===== config.mk =====
export PLATFORM = sky130hd
export DESIGN_NAME = pd_controller_step_flat
export DESIGN_NICKNAME = d
export VERILOG_FILES = /design/src/rtl/pdc_pkg.sv /design/src/rtl/pdc_cmd_if.sv /design/src/rtl/pd_controller_step.sv /design/src/flat_wrapper.sv
export VERILOG_INCLUDE_DIRS = /design/src /design/src/rtl
export SDC_FILE = /design/constraint.sdc
export NUM_CORES = 2
export LEC_CHECK = 0
export ABC_AREA = 1
export ABC_CLOCK_PERIOD_IN_PS = 13600
export BUFFER_PORTS_ARGS = -buffer_cell sky130_fd_sc_hd__buf_2
export CAP_MARGIN = 0
export CELL_PAD_IN_SITES_DETAIL_PLACEMENT = 1
export CELL_PAD_IN_SITES_GLOBAL_PLACEMENT = 1
export CORE_MARGIN = 1.5
export CORE_UTILIZATION = 52
export CTS_CLUSTER_DIAMETER = 50
export DETAILED_ROUTE_END_ITERATION = 6
export GPL_TIMING_DRIVEN = 0
export PLACE_DENSITY_LB_ADDON = 0.1
export SLEW_MARGIN = 20
export SYNTH_ARGS = -nofsm -noshare
export SYNTH_HDL_FRONTEND = slang
export SYNTH_SLANG_ARGS = --single-unit

===== constraint.sdc =====
create_clock -name clk -period 13.6 [get_ports clk]
set_input_delay 2.72 -clock clk [delete_from_list [all_inputs] [get_ports clk]]
set_output_delay 2.72 -clock clk [all_outputs]
set_load 0.1 [all_outputs]

===== src/rtl/assert_macros.svh =====
// Assertion macros for the RTL of the PD controller.
`ifndef ASSERT_MACROS_SVH
`define ASSERT_MACROS_SVH

// Checks that a property holds at every clock edge outside reset.
`define PDC_ASSERT(lbl, prop, msg) \
    lbl: assert property (@(posedge clk) disable iff (!rst_n) (prop)) else $error(msg);

// Checks that a condition never occurs outside reset.
`define PDC_NEVER(lbl, cond, msg) \
    lbl: assert property (@(posedge clk) disable iff (!rst_n) !(cond)) else $error(msg);

`endif


===== src/rtl/pdc_pkg.sv =====
// Package with the types, widths and codes of the PD controller.
package pdc_pkg;

    localparam int GAIN_W  = 16;
    localparam int VAL_W   = 16;
    localparam int ERR_W   = VAL_W + 1;
    localparam int DERR_W  = ERR_W + 1;
    localparam int TIME_W  = 32;
    localparam int DRIVE_W = 32;
    localparam int PROD_W  = GAIN_W + DERR_W;
    localparam int ACC_W   = GAIN_W + ERR_W;
    localparam int FRAC_W  = 8;
    localparam int CNT_W   = $clog2(TIME_W);
    localparam int IDX_W   = 1;

    typedef logic signed [GAIN_W-1:0]  gain_t;
    typedef logic signed [VAL_W-1:0]   value_t;
    typedef logic signed [ERR_W-1:0]   error_t;
    typedef logic        [TIME_W-1:0]  stamp_t;
    typedef logic signed [DRIVE_W-1:0] drive_t;
    typedef logic        [IDX_W-1:0]   reg_idx_t;

    localparam reg_idx_t REG_PROP_GAIN  = 1'b0;
    localparam reg_idx_t REG_DERIV_GAIN = 1'b1;

    localparam gain_t PROP_GAIN_RESET  = 16'sd256;
    localparam gain_t DERIV_GAIN_RESET = 16'sd0;

    typedef enum logic [2:0] {
        S_IDLE,
        S_PMUL,
        S_DMUL,
        S_DIV,
        S_DONE
    } state_t;

    typedef struct packed {
        logic cmd_ready;
        logic sel_deriv;
        logic mul_prop;
        logic mul_deriv;
        logic div_step;
        logic finish;
    } ctrl_t;

endpackage


===== src/rtl/pdc_cmd_if.sv =====
// Valid/ready channel interfaces for the controller command and response items.
interface pdc_cmd_if;
    import pdc_pkg::*;

    logic   valid;
    logic   ready;
    logic   func;
    value_t setpoint;
    value_t measured;
    stamp_t timestamp;

    modport source (output valid, output func, output setpoint, output measured,
                    output timestamp, input ready);
    modport sink (input valid, input func, input setpoint, input measured,
                  input timestamp, output ready);
endinterface

interface pdc_rsp_if;
    import pdc_pkg::*;

    logic   valid;
    logic   ready;
    drive_t drive;
    logic   status;

    modport source (output valid, output drive, output status, input ready);
    modport sink (input valid, input drive, input status, output ready);
endinterface


===== src/rtl/pd_controller_step.sv =====
// Top level of the PD controller: sequencer, shared multiplier and serial divider.
//
// One command item is taken at a time. A proportional-only item, or a PD item
// whose time step is zero, passes from S_PMUL straight to S_DONE; a PD item goes
// through S_PMUL, S_DMUL, S_DIV and S_DONE, using the one shared 16 x 18 bit
// multiplier twice and a radix-2 divider that retires one quotient bit per cycle.
// The block takes the next command once the response has moved into the
// output register, which holds it until the sink takes it.
`include "assert_macros.svh"

module pd_controller_step (
    input  logic              clk,
    input  logic              rst_n,
    input  logic              cfg_we,
    input  pdc_pkg::reg_idx_t cfg_idx,
    input  pdc_pkg::gain_t    cfg_wdata,
    pdc_cmd_if.sink           cmd,
    pdc_rsp_if.source         rsp
);
    import pdc_pkg::*;

    state_t state_reg, state_next;
    ctrl_t  ctrl;

    gain_t  prop_gain_reg, deriv_gain_reg;
    error_t prev_error_reg;
    stamp_t prev_time_reg;
    drive_t held_drive_reg;

    logic   func_reg;
    error_t err_reg;
    stamp_t ts_reg;
    stamp_t dt_reg;
    logic signed [ACC_W-1:0] acc_reg;
    logic   neg_reg;
    logic [TIME_W-1:0] rem_reg, rem_next;
    logic [TIME_W-1:0] quo_reg, quo_next;
    logic [CNT_W-1:0]  cnt_reg;

    drive_t drive_reg;
    logic   status_reg;
    logic   out_valid_reg;

    logic                     out_free;
    logic                     hold;
    logic signed [DERR_W-1:0] derr;
    logic signed [GAIN_W-1:0] mul_a;
    logic signed [DERR_W-1:0] mul_b;
    logic signed [PROD_W-1:0] prod;
    logic        [PROD_W-1:0] mag;
    logic        [TIME_W+1:0] trial;
    logic signed [PROD_W-1:0] dterm;
    logic signed [PROD_W-1:0] sum;
    drive_t                   drive_calc;

    assign out_free = !out_valid_reg || rsp.ready;
    assign hold     = func_reg && (dt_reg == '0);

    // Shared multiplier: proportional term first, then the derivative product.
    assign derr  = DERR_W'(err_reg) - DERR_W'(prev_error_reg);
    assign mul_a = ctrl.sel_deriv ? deriv_gain_reg : prop_gain_reg;
    assign mul_b = ctrl.sel_deriv ? derr : DERR_W'(err_reg);
    assign prod  = PROD_W'(mul_a) * PROD_W'(mul_b);
    assign mag   = prod[PROD_W-1] ? PROD_W'(-prod) : PROD_W'(prod);

    // One restoring division step per cycle.
    assign trial = {1'b0, rem_reg, quo_reg[TIME_W-1]} - {2'b00, dt_reg};
    always_comb
    begin
        if (trial[TIME_W+1])
        begin
            rem_next = {rem_reg[TIME_W-2:0], quo_reg[TIME_W-1]};
        end
        else
        begin
            rem_next = trial[TIME_W-1:0];
        end
        quo_next = {quo_reg[TIME_W-2:0], ~trial[TIME_W+1]};
    end

    always_comb
    begin
        if (!func_reg || hold)
        begin
            dterm = '0;
        end
        else if (neg_reg)
        begin
            dterm = -$signed({2'b00, quo_reg});
        end
        else
        begin
            dterm = $signed({2'b00, quo_reg});
        end
    end

    // The shifted sum never leaves the 32-bit range, so no saturation is needed.
    assign sum        = PROD_W'(acc_reg) + dterm;
    assign drive_calc = DRIVE_W'($signed(sum[PROD_W-1:FRAC_W]));

    always_comb
    begin
        state_next = state_reg;
        case (state_reg)
            S_IDLE:
            begin
                if (cmd.valid)
                begin
                    state_next = S_PMUL;
                end
            end
            S_PMUL:
            begin
                if (!func_reg || hold)
                begin
                    state_next = S_DONE;
                end
                else
                begin
                    state_next = S_DMUL;
                end
            end
            S_DMUL:
            begin
                state_next = S_DIV;
            end
            S_DIV:
            begin
                if (cnt_reg == CNT_W'(TIME_W - 1))
                begin
                    state_next = S_DONE;
                end
            end
            S_DONE:
            begin
                if (out_free)
                begin
                    state_next = S_IDLE;
                end
            end
            default:
            begin
                state_next = S_IDLE;
            end
        endcase
    end

    always_comb
    begin
        ctrl = '0;
        case (state_reg)
            S_IDLE:
            begin
                ctrl.cmd_ready = 1'b1;
            end
            S_PMUL:
            begin
                ctrl.mul_prop = 1'b1;
            end
            S_DMUL:
            begin
                ctrl.sel_deriv = 1'b1;
                ctrl.mul_deriv = 1'b1;
            end
            S_DIV:
            begin
                ctrl.div_step = 1'b1;
            end
            S_DONE:
            begin
                ctrl.finish = out_free;
            end
            default:
            begin
                ctrl = '0;
            end
        endcase
    end

    assign cmd.ready  = ctrl.cmd_ready;
    assign rsp.valid  = out_valid_reg;
    assign rsp.drive  = drive_reg;
    assign rsp.status = status_reg;

    always_ff @(posedge clk or negedge rst_n)
    begin
        if (!rst_n)
        begin
            state_reg      <= S_IDLE;
            out_valid_reg  <= 1'b0;
            prop_gain_reg  <= PROP_GAIN_RESET;
            deriv_gain_reg <= DERIV_GAIN_RESET;
            prev_error_reg <= '0;
            prev_time_reg  <= '0;
            held_drive_reg <= '0;
            cnt_reg        <= '0;
        end
        else
        begin
            state_reg <= state_next;
            if (cfg_we)
            begin
                case (cfg_idx)
                    REG_PROP_GAIN:  prop_gain_reg  <= cfg_wdata;
                    REG_DERIV_GAIN: deriv_gain_reg <= cfg_wdata;
                    default:        prop_gain_reg  <= prop_gain_reg;
                endcase
            end
            if (ctrl.mul_deriv)
            begin
                cnt_reg <= '0;
            end
            else if (ctrl.div_step)
            begin
                cnt_reg <= cnt_reg + 1'b1;
            end
            if (ctrl.finish)
            begin
                out_valid_reg <= 1'b1;
                if (!hold)
                begin
                    prev_error_reg <= err_reg;
                    held_drive_reg <= drive_calc;
                    if (func_reg)
                    begin
                        prev_time_reg <= ts_reg;
                    end
                end
            end
            else if (rsp.ready)
            begin
                out_valid_reg <= 1'b0;
            end
        end
    end

    always_ff @(posedge clk)
    begin
        if (cmd.valid && ctrl.cmd_ready)
        begin
            func_reg <= cmd.func;
            err_reg  <= ERR_W'(cmd.setpoint) - ERR_W'(cmd.measured);
            ts_reg   <= cmd.timestamp;
            dt_reg   <= cmd.timestamp - prev_time_reg;
        end
        if (ctrl.mul_prop)
        begin
            acc_reg <= prod[ACC_W-1:0];
        end
        if (ctrl.mul_deriv)
        begin
            neg_reg <= prod[PROD_W-1];
            quo_reg <= mag[TIME_W-1:0];
            rem_reg <= '0;
        end
        else if (ctrl.div_step)
        begin
            quo_reg <= quo_next;
            rem_reg <= rem_next;
        end
        if (ctrl.finish)
        begin
            drive_reg  <= hold ? held_drive_reg : drive_calc;
            status_reg <= hold;
        end
    end

    `PDC_ASSERT(a_accept_starts, (cmd.valid && cmd.ready) |=> (state_reg == S_PMUL), "accepted item did not start")
    `PDC_ASSERT(a_div_runs, (state_reg == S_DIV && cnt_reg != CNT_W'(TIME_W - 1)) |=> (state_reg == S_DIV), "division ended early")
    `PDC_NEVER(a_rem_bound, (state_reg == S_DIV) && (rem_reg >= dt_reg), "division remainder not below time step")
    `PDC_ASSERT(a_held_status, (out_valid_reg && status_reg) |-> (drive_reg == held_drive_reg), "held response differs from stored drive")

endmodule


===== src/flat_wrapper.sv =====
// flat-port wrapper written by rule: the top's interface ports become plain ports
module pd_controller_step_flat import pdc_pkg::*;
  (clk, rst_n, cfg_we, cfg_idx, cfg_wdata, cmd_valid, cmd_func, cmd_setpoint, cmd_measured, cmd_timestamp, cmd_ready, rsp_valid, rsp_drive, rsp_status, rsp_ready);
  pdc_cmd_if cmd_i ();
  pdc_rsp_if rsp_i ();
  input  logic clk;
  input  logic rst_n;
  input  logic cfg_we;
  input  pdc_pkg::reg_idx_t cfg_idx;
  input  pdc_pkg::gain_t cfg_wdata;
  input wire logic [$bits(cmd_i.valid)-1:0] cmd_valid;
  input wire logic [$bits(cmd_i.func)-1:0] cmd_func;
  input wire logic [$bits(cmd_i.setpoint)-1:0] cmd_setpoint;
  input wire logic [$bits(cmd_i.measured)-1:0] cmd_measured;
  input wire logic [$bits(cmd_i.timestamp)-1:0] cmd_timestamp;
  output wire logic [$bits(cmd_i.ready)-1:0] cmd_ready;
  output wire logic [$bits(rsp_i.valid)-1:0] rsp_valid;
  output wire logic [$bits(rsp_i.drive)-1:0] rsp_drive;
  output wire logic [$bits(rsp_i.status)-1:0] rsp_status;
  input wire logic [$bits(rsp_i.ready)-1:0] rsp_ready;
  assign cmd_i.valid = cmd_valid;
  assign cmd_i.func = cmd_func;
  assign cmd_i.setpoint = cmd_setpoint;
  assign cmd_i.measured = cmd_measured;
  assign cmd_i.timestamp = cmd_timestamp;
  assign cmd_ready = cmd_i.ready;
  assign rsp_valid = rsp_i.valid;
  assign rsp_drive = rsp_i.drive;
  assign rsp_status = rsp_i.status;
  assign rsp_i.ready = rsp_ready;
  pd_controller_step u_core (.clk(clk), .rst_n(rst_n), .cfg_we(cfg_we), .cfg_idx(cfg_idx), .cfg_wdata(cfg_wdata), .cmd(cmd_i), .rsp(rsp_i));
endmodule

==> Word level (Yosys, flattened, before mapping) <==
Index checks and enable logic that the tools add are counted.
{ "word_totals": {"mem_bits_ro": 0, "latchBits": 0, "ramBits": 0, "mem_count": 0, "inputBits": 87, "regBits": 335} }
{ "classes": {"n_mux": 23, "n_addsub": 8, "shifts": 0, "n_mul": 1, "bitwise": 3, "reduce_logical": 15, "eq_ne": 8, "n_lt_le_gt_ge": 0, "div": 0} }
{ "op_table": {"columns": ["cell", "n"], "rows": [
  ["$mux 32", 5],
  ["$mux 34", 2],
  ["$add 33x34->34", 1],
  ["$mul 16x18->34", 1],
  ["$neg 32->34", 1],
  ["$sub 33x32->34", 1],
  ["$logic_not 32->1", 1],
  ["$neg 32->32", 1],
  ["$sub 32x32->32", 1],
  ["$mux 18", 1],
  ["$sub 17x17->18", 1],
  ["$sub 16x16->17", 1],
  ["$mux 16", 1],
  ["$pmux 3 s5", 1],
  ["$mux 3", 4],
  ["$mux 5", 2],
  ["$mux 1", 7],
  ["$eq 3x2->1 const B", 2],
  ["$reduce_and 2->1", 3],
  ["$reduce_and 3->1", 2],
  ["$add 5x1->5 const B", 1],
  ["$eq 5x5->1 const B", 1],
  ["$ne 2x1->1 const B", 2],
  ["$reduce_bool 2->1", 2],
  ["8 further kinds", 13]
]} }

==> Longest topological paths before layout <==
{ "logic_depth": {"depth_word": 7, "mapped_depth": 52} }

==> Least setup slack after synthesis <==
Ideal clock, no wire load.
{ "synth_timing": {"path_type": "input to register", "start": "in cmd_valid", "end": "reg u_core.dt_reg[0], enable pin", "n_path_buf": 0, "setup_ns": 0.623, "t_arrival_ns": 8.300, "required_time_ns": 12.977, "path_stages": 2, "setup_slack_ns": 4.677, "cell_sequence": "inv_1 nor3_1"} }
{ "synth_via": {"elab_chain_cells": 1} }
{ "synth_lines": {"columns": ["item", "line_no", "text"], "rows": [
  ["start: declaration", "flat_wrapper.sv:11", "input wire logic [$bits(cmd_i.valid)-1:0] cmd_valid;"],
  ["$logic_and 1x1->1", "pd_controller_step.sv:239", "if (cmd.valid && ctrl.cmd_ready)"],
  ["end signal: assignment", "pd_controller_step.sv:244", "dt_reg <= cmd.timestamp - prev_time_reg;"],
  ["end: declaration", "pd_controller_step.sv:33", "stamp_t dt_reg;"]
]} }
No other way between the ends.
A chain may end at the register's enable or synchronous reset.

==> Worst setup path in the final report <==
{ "layout_timing": {"start": "reg u_core.err_reg[0]", "end": "reg u_core.quo_reg[31] (data pin)"} }
{ "layout_via": {"elab_chain_cells": 6} }
{ "layout_lines": {"columns": ["item", "line_no", "text"], "rows": [
  ["start: declaration", "pd_controller_step.sv:31", "error_t err_reg;"],
  ["start signal: assignment", "pd_controller_step.sv:242", "err_reg <= ERR_W'(cmd.setpoint) - ERR_W'(cmd.measured);"],
  ["$sub 17x17->18", "pd_controller_step.sv:60", "assign derr = DERR_W'(err_reg) - DERR_W'(prev_error_reg);"],
  ["$mux 18 *", "pd_controller_step.sv:62", "assign mul_b = ctrl.sel_deriv ? derr : DERR_W'(err_reg);"],
  ["$mul 16x18->34 *", "pd_controller_step.sv:63", "assign prod = PROD_W'(mul_a) * PROD_W'(mul_b);"],
  ["net u_core.prod[28]", "pd_controller_step.sv:49", "logic signed [PROD_W-1:0] prod;"],
  ["$neg 32->32 *", "pd_controller_step.sv:64", "assign mag = prod[PROD_W-1] ? PROD_W'(-prod) : PROD_W'(prod);"],
  ["$mux 32 *", "pd_controller_step.sv:64", null],
  ["$mux 32 *", "pd_controller_step.sv:250", "if (ctrl.mul_deriv)"],
  ["end signal: assignment", "pd_controller_step.sv:253", "quo_reg <= mag[TIME_W-1:0];"],
  ["end signal: assignment", "pd_controller_step.sv:258", "quo_reg <= quo_next;"],
  ["end: declaration", "pd_controller_step.sv:37", "logic [TIME_W-1:0] quo_reg, quo_next;"]
]} }
The timed path passes the listed nets; every way through them passes the cells marked *.

==> impl_metrics.env <==
export IMPL_tightest_slew_ps=1200
export IMPL_drive_above_1_share_pct=7.25
export IMPL_grt_setup_unrepaired="false"
export IMPL_clock_root_buffer="clkbuf_16"
export IMPL_wl_mm=113
export IMPL_run_status="complete, no violations"
export IMPL_crit_top_cell="nand2_1"
export IMPL_routabilityCongestion=0.941
export IMPL_vias=30254
export IMPL_synth_common_cells="1,034 x nand2_1, 827 x inv_1, 388 x nor2_1, 285 x fa_1, 240 x a21oi_1"
export IMPL_syn_to_final_growth_pct=10.1
export IMPL_ys_warn_count=0
export IMPL_post_dp_cell_area_mm2=0.0351
export IMPL_crit_type="reg2reg"
export IMPL_largest_reg_flops=33
export IMPL_synth_edf_count=181
export IMPL_clk_pin_slew_ps=60
export IMPL_cts_max_level=2
export IMPL_cap_violations=0
export IMPL_fin_skew_ps=46.3
export IMPL_critical_path_required_ps=13960
export IMPL_cts_buffers=45
export IMPL_numPortBuffers=121
export IMPL_finalHoldViolations=0
export IMPL_synthArstFlopShare_pct=36.4
export IMPL_final_cell_area_mm2=0.0366
export IMPL_final_cells=5373
export IMPL_cpLargestDelayFamily="adder cells"
export IMPL_post_cts_resized=0
export IMPL_drtPass1Iterations=5
export IMPL_vias_per_cell=5.63
export IMPL_hp_class="reg2reg"
export IMPL_critical_path_endpoint_type="register"
export IMPL_first_global_vias=32379
export IMPL_critical_path_max_fanout=10
export IMPL_slowest_stage="clkinv_1"
export IMPL_ctsLongestPathBuffers=3
export IMPL_yosys_area_top_type="fa_1"
export IMPL_syn_nets=4900
export IMPL_period_share_pct=71.5
export IMPL_ys_seq_elements=335
export IMPL_setup_viol=0
export IMPL_cts_hold_buf=0
export IMPL_wire_per_inst_um=21.0
export IMPL_num_rows=92
export IMPL_die_height_um=256
export IMPL_syn_instance_count=4304
export IMPL_core_area_mm2=0.0631
export IMPL_start_util_pct=52.7
export IMPL_drv_slew=0
export IMPL_clk_latency_ps=610
export IMPL_yosysSeqAreaShare_pct=27.5
export IMPL_cts_tree="done"
export IMPL_overflow=0
export IMPL_slew_headroom_pct=19.4
export IMPL_slowest_delay_ps=620
export IMPL_finalNetCount=5084
export IMPL_grt_pass1_wl_mm=177
export IMPL_die_x_um=256
export IMPL_clock_sinks=335
export IMPL_yosysMostFrequentCell="nand2_1"
export IMPL_min_period_ps=9730
export IMPL_drt_iter0_drc=1939
export IMPL_synth_main_ff_cell="edfxtp_1"
export IMPL_start_kind="register"
export IMPL_path_buf_inv=11
export IMPL_track_usage_pct=34.6
export IMPL_grt_max_degree=70
export IMPL_setup_tns_final_ps=0
export IMPL_ant_nets=0
export IMPL_ys_top_cells_by_area="fa_1 17%, edfxtp_1 16%, nand2_1 12%"
export IMPL_arrival_ps=10090
export IMPL_timing_fmax_mhz=103
export IMPL_die_area_mm2=0.0654
export IMPL_avgSynthCellArea_um2=7.72
export IMPL_io_pins=122
export IMPL_place_hpwl_mm=92.0
export IMPL_synth_top_area_share_pct=17.2
export IMPL_postCtsSetupBuffers=0
export IMPL_ys_types=62
export IMPL_antenna_found_initial=2
export IMPL_dp_cells=5287
export IMPL_synth_area_mm2=0.0332
export IMPL_drcViolationCount=0
==> cells in the final DEF (no fill, tap or decap), types with 7 or more instances in the layout <==
cell type / n
nor2_4: 7
ha_1: 224
xnor2_1: 49
nand3_2: 10
dfxtp_1: 32
nor2_2: 14
o21bai_1: 14
o21ai_1: 33
nand2_2: 19
nand3_1: 154
a31oi_1: 16
nor3_1: 42
a21o_1: 14
fa_1: 285
dfrtp_1: 121
o21a_1: 12
edfxtp_1: 181
nor2_1: 388
a21oi_1: 240
or2_2: 18
clkinv_2: 9
a21boi_0: 7
nand2_1: 1033
nand4_1: 46
inv_1: 826
and2_1: 7
inv_2: 7
nand3b_1: 17
o21ai_2: 8
buf_4: 13
clkbuf_16: 45
clkinv_1: 13
nor4_1: 8
buf_2: 132
xor2_1: 90
clkbuf_1: 68
o211ai_1: 7
o21ai_0: 233
==> worst paths after layout <==
| path | from | end | slack [ps] | depth (start not counted) |
|---|---|---|---|---|
| max | u_core.err_reg[0]$_DFFE_PP_ | u_core.quo_reg[31]$_DFFE_PP_ | 3870 | 48 |
| min | u_core.rem_reg[29]$_SDFFE_PP0P_ | u_core.rem_reg[29]$_SDFFE_PP0P_ | 480 | 2 |
| max reg2reg | u_core.err_reg[0]$_DFFE_PP_ | u_core.quo_reg[31]$_DFFE_PP_ | 3870 | 48 |
| min reg2reg | u_core.rem_reg[29]$_SDFFE_PP0P_ | u_core.rem_reg[29]$_SDFFE_PP0P_ | 480 | 2 |
| max in group asynchronous | rst_n | u_core.prop_gain_reg[8]$_DFFE_PN1P_ | 10760 | 2 |
| min in group asynchronous | rst_n | u_core.held_drive_reg[27]$_DFFE_PN0P_ | 2010 | 1 |
==> layer usage <==
metal,part of all wire (%),vias to the layer above,wire length [um],GRT usage (%)
met5,0.0097,-,11,0
met4,4.5,2,5120,15.0
met3,5.4,284,6100,4.61
met2,49,958,55000,59.5
met1,41,15084,46800,43.6
li1,-,13926,-,-
==> worst register-to-register path, delay by kind of cell (launching register included) <==
family	cells	cell delay (ps)
fa+ha+maj	9	4140
compound gates	5	920
flops	1	340
simple gates	22	2550
xor+xnor	1	180
buf+inv	11	1360
==> final cells by class <==
type | instances | area [um^2]
antenna | 2 | 5.00
buffer | 84 | 357
clock buffer | 54 | 1180
clock inverter | 30 | 314
fill | 8022 | 26500
inverter | 845 | 3170
multi-input combinational | 3040 | 20600
sequential | 335 | 9130
tap | 846 | 1060
timing repair buffer | 137 | 779
==> stage by stage <==
| step | setup WS, ps | hold slack (ps) | utilization, % |
|---|---|---|---|
| after floorplan | 4680 | 444 | - |
| after global placement | 1310 | 457 | 55.3 |
| after detailed placement | 4010 | 468 | 55.6 |
| after CTS | 3970 | 478 | 58.0 |
| after global routing | 3480 | 502 | 58.0 |
| final | 3870 | 480 | 58.0 |
==> cell families (layout without fill, tap and decap cells) <==
family                     count (synthesis)  in the layout  share of synthesized area (%)
and+or+nand+nor                         1779           1779                           22.5
xor gates and xnor gates                 140            140                           3.71
other                                      0              2                              0
DFF                                      335            335                           27.5
adders and majority gates                509            509                           25.6
AOI/OAI and AO/OA                        610            610                           10.0
buffers and inverters                    929           1150                           10.6
muxes                                      2              2                         0.0678
Power is not shown: default switching activity piles up to over one toggle a cycle in this logic, so the estimate is an artifact.
